[src/hdl/dmvn_pkg.sv]
// Shared types for the deformed mesh vertex normal block.
// Holds the controller-to-datapath command and status structs and their codes.
// No dependencies.
`timescale 1ns / 1ps
`default_nettype none

package dmvn_pkg;

  // Item kinds carried in tuser of the input channel
  typedef enum logic [1:0] {
    CMD_LOAD = 2'd0,
    CMD_TRI  = 2'd1,
    CMD_READ = 2'd2,
    CMD_NONE = 2'd3
  } cmd_code_t;

  // Datapath actions, one per cycle
  typedef enum logic [4:0] {
    OP_NONE,
    OP_CAPTURE,
    OP_CLEAR,
    OP_LD_FIN,
    OP_LD_WR,
    OP_RD_CAP,
    OP_TRI_CAP,
    OP_EDGE,
    OP_CROSS_SET,
    OP_CROSS_SUB,
    OP_MAG,
    OP_NORM,
    OP_SQ_FIN,
    OP_SQRT_INIT,
    OP_SQRT_STEP,
    OP_DIV_INIT,
    OP_DIV_STEP,
    OP_DIV_LAST,
    OP_ACC_WR,
    OP_SET_DEGEN,
    OP_PUBLISH
  } dp_op_t;

  // Operand source of the shared multiplier
  typedef enum logic [1:0] {
    MS_LOAD,
    MS_CROSS,
    MS_SQ
  } mul_src_t;

  typedef struct packed {
    dp_op_t     op;
    logic [1:0] sel;     // component or corner the action works on
    mul_src_t   msrc;
    logic [2:0] msel;    // operand pair for the multiplier
    logic       rd_idx;  // read address from the vertex index, else from a corner
    logic [1:0] rsel;    // corner used as read address
  } dp_cmd_t;

  typedef struct packed {
    cmd_code_t cmd;
    logic      idx_ok;
    logic      tri_ok;
    logic      m_zero;
    logic      m_hi;
    logic      m_lo;
  } dp_sts_t;

  localparam logic [23:0] SCALE_RESET = 24'd655360;

endpackage

`default_nettype wire

[src/hdl/dmvn_ctrl.sv]
// Controller: sequences clearing, load, read and triangle work in the datapath.
// Issues dp_cmd_t each cycle and owns both channel handshakes; depends on dmvn_pkg.
`timescale 1ns / 1ps
`default_nettype none

module dmvn_ctrl import dmvn_pkg::*; #(
  parameter int MAX_VERTICES = 1024,
  localparam int AW = $clog2(MAX_VERTICES)
) (
  input  wire logic          clk,
  input  wire logic          rst_n,
  input  wire logic          in_tvalid,
  output logic               in_tready,
  output logic               out_tvalid,
  input  wire logic          out_tready,
  input  wire dp_sts_t       sts,
  output dp_cmd_t            cmd,
  output logic [AW-1:0]      clr_addr
);

  localparam int CW = (AW > 5) ? AW : 5;

  typedef enum logic [18:0] {
    S_CLEAR = 19'b0000000000000000001,
    S_IDLE  = 19'b0000000000000000010,
    S_DEC   = 19'b0000000000000000100,
    S_LOAD  = 19'b0000000000000001000,
    S_LDWR  = 19'b0000000000000010000,
    S_RDADR = 19'b0000000000000100000,
    S_RDCAP = 19'b0000000000001000000,
    S_TRD   = 19'b0000000000010000000,
    S_EDGE  = 19'b0000000000100000000,
    S_CROSS = 19'b0000000001000000000,
    S_MAG   = 19'b0000000010000000000,
    S_NORM  = 19'b0000000100000000000,
    S_SQ    = 19'b0000001000000000000,
    S_SQI   = 19'b0000010000000000000,
    S_SQRT  = 19'b0000100000000000000,
    S_DIV   = 19'b0001000000000000000,
    S_ARD   = 19'b0010000000000000000,
    S_AWR   = 19'b0100000000000000000,
    S_DONE  = 19'b1000000000000000000
  } state_t;

  state_t        state_r, state_nxt;
  logic [CW-1:0] cnt_r, cnt_nxt;
  logic [1:0]    j_r, j_nxt;
  logic          out_valid_r, out_valid_nxt;
  logic [CW-1:0] cm1;
  logic          publish;

  assign cm1      = cnt_r - CW'(1);
  assign clr_addr = cnt_r[AW-1:0];

  // Next state and command decode
  always_comb begin
    state_nxt  = state_r;
    cnt_nxt    = cnt_r;
    j_nxt      = j_r;
    in_tready  = 1'b0;
    publish    = 1'b0;
    cmd.op     = OP_NONE;
    cmd.sel    = 2'd0;
    cmd.msrc   = MS_LOAD;
    cmd.msel   = 3'd0;
    cmd.rd_idx = 1'b0;
    cmd.rsel   = 2'd0;
    unique case (state_r)
      S_CLEAR: begin
        cmd.op  = OP_CLEAR;
        cnt_nxt = cnt_r + CW'(1);
        if (cnt_r == CW'(MAX_VERTICES - 1)) begin
          cnt_nxt   = '0;
          state_nxt = S_IDLE;
        end
      end
      S_IDLE: begin
        in_tready = 1'b1;
        if (in_tvalid) begin
          cmd.op    = OP_CAPTURE;
          state_nxt = S_DEC;
        end
      end
      S_DEC: begin
        cnt_nxt = '0;
        unique case (sts.cmd)
          CMD_LOAD: state_nxt = sts.idx_ok ? S_LOAD : S_DONE;
          CMD_READ: state_nxt = sts.idx_ok ? S_RDADR : S_DONE;
          CMD_TRI: begin
            if (sts.tri_ok) begin
              state_nxt = S_TRD;
            end else begin
              cmd.op    = OP_SET_DEGEN;
              state_nxt = S_DONE;
            end
          end
          default: state_nxt = S_DONE;
        endcase
      end
      // Scale the three displacements through the shared multiplier
      S_LOAD: begin
        cmd.msrc = MS_LOAD;
        cmd.msel = 3'(cnt_r);
        if (cnt_r != '0) begin
          cmd.op  = OP_LD_FIN;
          cmd.sel = 2'(cm1);
        end
        cnt_nxt = cnt_r + CW'(1);
        if (cnt_r == CW'(3)) state_nxt = S_LDWR;
      end
      S_LDWR: begin
        cmd.op    = OP_LD_WR;
        state_nxt = S_DONE;
      end
      S_RDADR: begin
        cmd.rd_idx = 1'b1;
        state_nxt  = S_RDCAP;
      end
      S_RDCAP: begin
        cmd.op    = OP_RD_CAP;
        state_nxt = S_DONE;
      end
      // Fetch the three corner positions
      S_TRD: begin
        cmd.rsel = 2'(cnt_r);
        if (cnt_r != '0) begin
          cmd.op  = OP_TRI_CAP;
          cmd.sel = 2'(cm1);
        end
        cnt_nxt = cnt_r + CW'(1);
        if (cnt_r == CW'(3)) begin
          cnt_nxt   = '0;
          state_nxt = S_EDGE;
        end
      end
      S_EDGE: begin
        cmd.op    = OP_EDGE;
        state_nxt = S_CROSS;
      end
      // Six partial products, paired into the three cross components
      S_CROSS: begin
        cmd.msrc = MS_CROSS;
        cmd.msel = 3'(cnt_r);
        if (cnt_r != '0) begin
          cmd.op  = cm1[0] ? OP_CROSS_SUB : OP_CROSS_SET;
          cmd.sel = 2'(cm1 >> 1);
        end
        cnt_nxt = cnt_r + CW'(1);
        if (cnt_r == CW'(6)) begin
          cnt_nxt   = '0;
          state_nxt = S_MAG;
        end
      end
      S_MAG: begin
        cmd.op    = OP_MAG;
        state_nxt = S_NORM;
      end
      // Shift one bit a cycle until the largest magnitude sits in [2^29, 2^30)
      S_NORM: begin
        if (sts.m_zero) begin
          cmd.op    = OP_SET_DEGEN;
          state_nxt = S_DONE;
        end else if (sts.m_hi || sts.m_lo) begin
          cmd.op = OP_NORM;
        end else begin
          state_nxt = S_SQ;
        end
      end
      S_SQ: begin
        cmd.msrc = MS_SQ;
        cmd.msel = 3'(cnt_r);
        if (cnt_r != '0) begin
          cmd.op  = OP_SQ_FIN;
          cmd.sel = 2'(cm1);
        end
        cnt_nxt = cnt_r + CW'(1);
        if (cnt_r == CW'(3)) begin
          cnt_nxt   = '0;
          state_nxt = S_SQI;
        end
      end
      S_SQI: begin
        cmd.op    = OP_SQRT_INIT;
        state_nxt = S_SQRT;
      end
      S_SQRT: begin
        cmd.op  = OP_SQRT_STEP;
        cnt_nxt = cnt_r + CW'(1);
        if (cnt_r == CW'(31)) begin
          cnt_nxt   = '0;
          j_nxt     = 2'd0;
          state_nxt = S_DIV;
        end
      end
      // One quotient bit a cycle, 17 bits per component
      S_DIV: begin
        cmd.sel = j_r;
        cnt_nxt = cnt_r + CW'(1);
        if (cnt_r == '0) begin
          cmd.op = OP_DIV_INIT;
        end else if (cnt_r == CW'(17)) begin
          cmd.op  = OP_DIV_LAST;
          cnt_nxt = '0;
          j_nxt   = j_r + 2'd1;
          if (j_r == 2'd2) begin
            j_nxt     = 2'd0;
            state_nxt = S_ARD;
          end
        end else begin
          cmd.op = OP_DIV_STEP;
        end
      end
      // Read-modify-write of each corner's normal, in corner order
      S_ARD: begin
        cmd.rsel  = j_r;
        state_nxt = S_AWR;
      end
      S_AWR: begin
        cmd.op  = OP_ACC_WR;
        cmd.sel = j_r;
        j_nxt   = j_r + 2'd1;
        if (j_r == 2'd2) begin
          j_nxt     = 2'd0;
          state_nxt = S_DONE;
        end else begin
          state_nxt = S_ARD;
        end
      end
      // Hand the result to the output register once it is free
      S_DONE: begin
        if (!out_valid_r || out_tready) begin
          cmd.op    = OP_PUBLISH;
          publish   = 1'b1;
          state_nxt = S_IDLE;
        end
      end
      default: state_nxt = S_IDLE;
    endcase
  end

  // Output valid: set on publish, drop after transfer
  always_comb begin
    out_valid_nxt = out_valid_r && !out_tready;
    if (publish) out_valid_nxt = 1'b1;
  end

  assign out_tvalid = out_valid_r;

  always_ff @(posedge clk) begin
    if (!rst_n) begin
      state_r     <= S_CLEAR;
      cnt_r       <= '0;
      j_r         <= 2'd0;
      out_valid_r <= 1'b0;
    end else begin
      state_r     <= state_nxt;
      cnt_r       <= cnt_nxt;
      j_r         <= j_nxt;
      out_valid_r <= out_valid_nxt;
    end
  end

endmodule

`default_nettype wire

[config.mk]
export PLATFORM = sky130hd
export DESIGN_NAME = dmvn_ctrl
export DESIGN_NICKNAME = d
export VERILOG_FILES = /design/src/hdl/dmvn_pkg.sv /design/src/hdl/dmvn_ctrl.sv
export SDC_FILE = /design/constraint.sdc
export NUM_CORES = 1
export LEC_CHECK = 0
export BUFFER_PORTS_ARGS = -buffer_cell sky130_fd_sc_hd__buf_2
export CORE_MARGIN = 2
export CORE_UTILIZATION = 60
export DETAILED_ROUTE_END_ITERATION = 10
export PLACE_DENSITY = 0.95
export SETUP_SLACK_MARGIN = 0.2
export SLEW_MARGIN = 10
export SYNTH_ARGS = -nofsm -noshare
export SYNTH_HDL_FRONTEND = slang
export SYNTH_SLANG_ARGS = --single-unit
[constraint.sdc]
create_clock -name clk -period 5.5 [get_ports clk]
set_input_delay 1.65 -clock clk [delete_from_list [all_inputs] [get_ports clk]]
set_output_delay 1.65 -clock clk [all_outputs]
set_load 0.02 [all_outputs]
==> flow_summary_export.csv <==
group,metric,value,unit
routing,dr.first_iter.drc_count,305,
hold_path,hp-class,"flop to flop",
clock_network,ctsLongestPathBuffers,2,
global_routing,grt_pass1_wl,9960,um
synthesis,netlist_instances,273,
clock_network,clk_latency,0.29,ns
routing,wire_per_inst,17.2,um
place,gp_congestion,0.955,
clock_network,tritoncts,"done",
synthesis,ys.flop_type,"dfxtp_1",
sta,relSlewSlack,27.0,%
clock_network,root_buffer,"clkbuf_8",
floorplan,die_h,64.6,um
global_routing,antenna_found_initial,0,
synthesis,syn_avg_cell_area,8.08,um2
clock_network,postCtsHoldBufs,0,
synthesis,synth_cell_types,62,
sta,min_period,4.71,ns
synthesis,ys_seq_elements,32,
sta,setup_tns,0,ns
critical_path,timing.rr.start,"state_r[8]",
global_routing,grt_max_degree,16,
sta,setup_viol,0,
sta,fmax,212,MHz
global_routing,first_global_vias,2051,
clock_network,cts_sinks,32,
floorplan,pin_count,38,
critical_path,critPathRequiredTime,3.85,ns
power_and_ir_drop,leakagePower,1.04,nW
hold_path,hp-start,"j_r[0]",
routing,drc,0,
routing,dr.pass1.iters,5,
clock_network,cts_made_buffers,5,
hold_path,hold_depth,2,
sta,grt_setup_unrepaired,"no",
hold_path,holdPathEnd,"j_r[0]",
clock_network,cts.htree.levels,2,
job,cap_violations,0,
sta,hold_viol,0,
cells_and_area,nNetsFinal,324,
critical_path,path_class,"flop to output pin",
synthesis,ys_async_sr_fraction,0,%
place,place.port_buffers,37,
power_and_ir_drop,ir_drop,0.252,mV
routing,ant_nets,0,
synthesis,yosysTopAreaCellShare,29.0,%
floorplan,core_area,3610,um2
place,place_area,2400,um2
routing,vias,2312,
floorplan,rows,22,
place,post-place-ws,1.02,ns
synthesis,yosys_warnings,0,
synthesis,synth_top_cell_by_area,"dfxtp_1",
critical_path,worst_ep_arrival_time,3.06,ns
global_routing,grtUsageTotal,31.0,%
synthesis,yosys-top-cells-area,"dfxtp_1, nor2_1, xnor2_1, nand2_1, nand3_1",
sta,skew,0.0102,ns
run_status,status,"finished, final reports clean",
floorplan,die_area,4180,um2
sta,fin_crit_sh,85.6,%
clock_network,cts-resized-gates,0,
clock_network,cts_setup_buffers,0,
power_and_ir_drop,p_per_area,259,nW/um2
floorplan,start_util,61.2,%
cells_and_area,drive_gt1_share,19.1,%
cells_and_area,final_area,2510,um2
floorplan,die_width,64.6,um
critical_path,critPathMaxFanout,8,
critical_path,reg2regPathDepth,7,
sta,finalMaxSlewViolations,0,
critical_path,startpoint_type,"flop",
cells_and_area,fillers,302,
synthesis,ys_top_cells_by_count,"nor2_1, dfxtp_1, nand2_1",
clock_network,path_clk_slew,0.07,ns
critical_path,cp-end-kind,"output pin",
critical_path,reg2reg_slack,2.50,ns
cells_and_area,syn_to_final_growth,13.7,%
place,place_hpwl,4700,um
cells_and_area,antenna_cells,0,
synthesis,syn_area,2210,um2
sta,worst_slew_pin_slew,1.09,ns
sta,finalWorstSetupSlack,0.794,ns
routing,routed_via_density,6.48,
routing,routed_wl,6130,um
synthesis,synth_edf_count,0,
critical_path,timing.rr.end,"state_r[12]",
synthesis,yosys.cell_count.top_type,"nor2_1",
cells_and_area,final-seq-area,641,um2
synthesis,ys_seq_area_share,29.0,%
synthesis,synth_nets,289,
global_routing,grt_remaining_overflow,0,
cells_and_area,multi_input_area,1490,um2
[layout by cell type (no fill, tap or decap), drive strengths merged, types with 5 or more instances in the layout]
| cell type | instances |
|---|---|
| xnor2 | 11 |
| clkbuf | 6 |
| dfxtp | 32 |
| buf | 37 |
| o21ai | 7 |
| or4 | 8 |
| nor2 | 35 |
| nor4 | 12 |
| nand4 | 6 |
| or3 | 7 |
| and2 | 5 |
| nand2b | 5 |
| a21oi | 16 |
| nand3 | 18 |
| nand2 | 25 |
| ha | 5 |
| inv | 6 |
| and3 | 6 |
| and4b | 5 |
[how the worst max path moves through the flow]
stage / from / endpoint / slack (ns) / cells after the start
final: state_r[8] / cmd[11] / 0.79 / 8
after global routing: state_r[10] / cmd[11] / 0.59 / 8
after CTS: state_r[1] / cmd[10] / 0.87 / 7
after detailed placement: sts[5] / cmd[11] / 1.02 / 6
after global placement: sts[5] / cmd[11] / 1.05 / 6
after floorplan: state_r[8] / cmd[2] / 1.23 / 4
[metrics by stage]
step,hold WS [ns],util [%],power (mW),std cells
2_1_floorplan,0.465,-,0.383,273
3_3_place_gp,0.482,66.6,0.421,349
3_5_place_dp,0.501,66.6,0.426,349
4_1_cts,0.509,69.5,0.646,357
5_1_grt,0.551,69.5,0.680,357
6_report,0.501,69.5,0.649,357
[power by group]
part           total (mW)  switching (mW)  internal, mW
combinational       0.162           0.105        0.0572
clock               0.223          0.0882         0.134
sequential          0.265          0.0240         0.241
total               0.649           0.217         0.432
[layout make-up]
| class | count | share of cell area [%] |
|---|---|---|
| clock buffer | 6 | 2.89 |
| multi-input combinational | 225 | 59.3 |
| tap | 48 | 2.40 |
| clock inverter | 2 | 1.40 |
| sequential | 32 | 25.5 |
| timing repair buffer | 37 | 7.39 |
| inverter | 7 | 1.05 |
[logic make-up after synthesis]
group	Yosys count	synth area share (%)
compound gates	52	17.6
flops	32	29.0
buf+inv	16	3.52
simple gates	156	42.3
fa+ha+maj	5	2.84
xor+xnor	12	4.76
[sequential cells by signal, summed over array words and instances (netlist names)]
signal      cells
out_tvalid      1
state_r        19
clr_addr       10
j_r             2
[critical path, stage by stage (launching register included)]
cell and delay (ns):
dfxtp_1 0.35, or4_1 0.66, nor4_4 0.50, nand4b_1 0.22, nor4b_1 0.56, a21oi_1 0.11, nand2_1 0.12, or4_1 0.11
buf_2 0.15
[per-layer routing]
layer	part of all wire, %	vias up	routed length, um	track usage (%)
met4	2.9	0	176	12.0
li1	-	1093	-	-
met1	41	1050	2520	40.5
met3	9.9	19	604	8.33
met5	0	-	0	0
met2	46	150	2830	49.0
No activity file was read; power rests on OpenSTA's default activity.
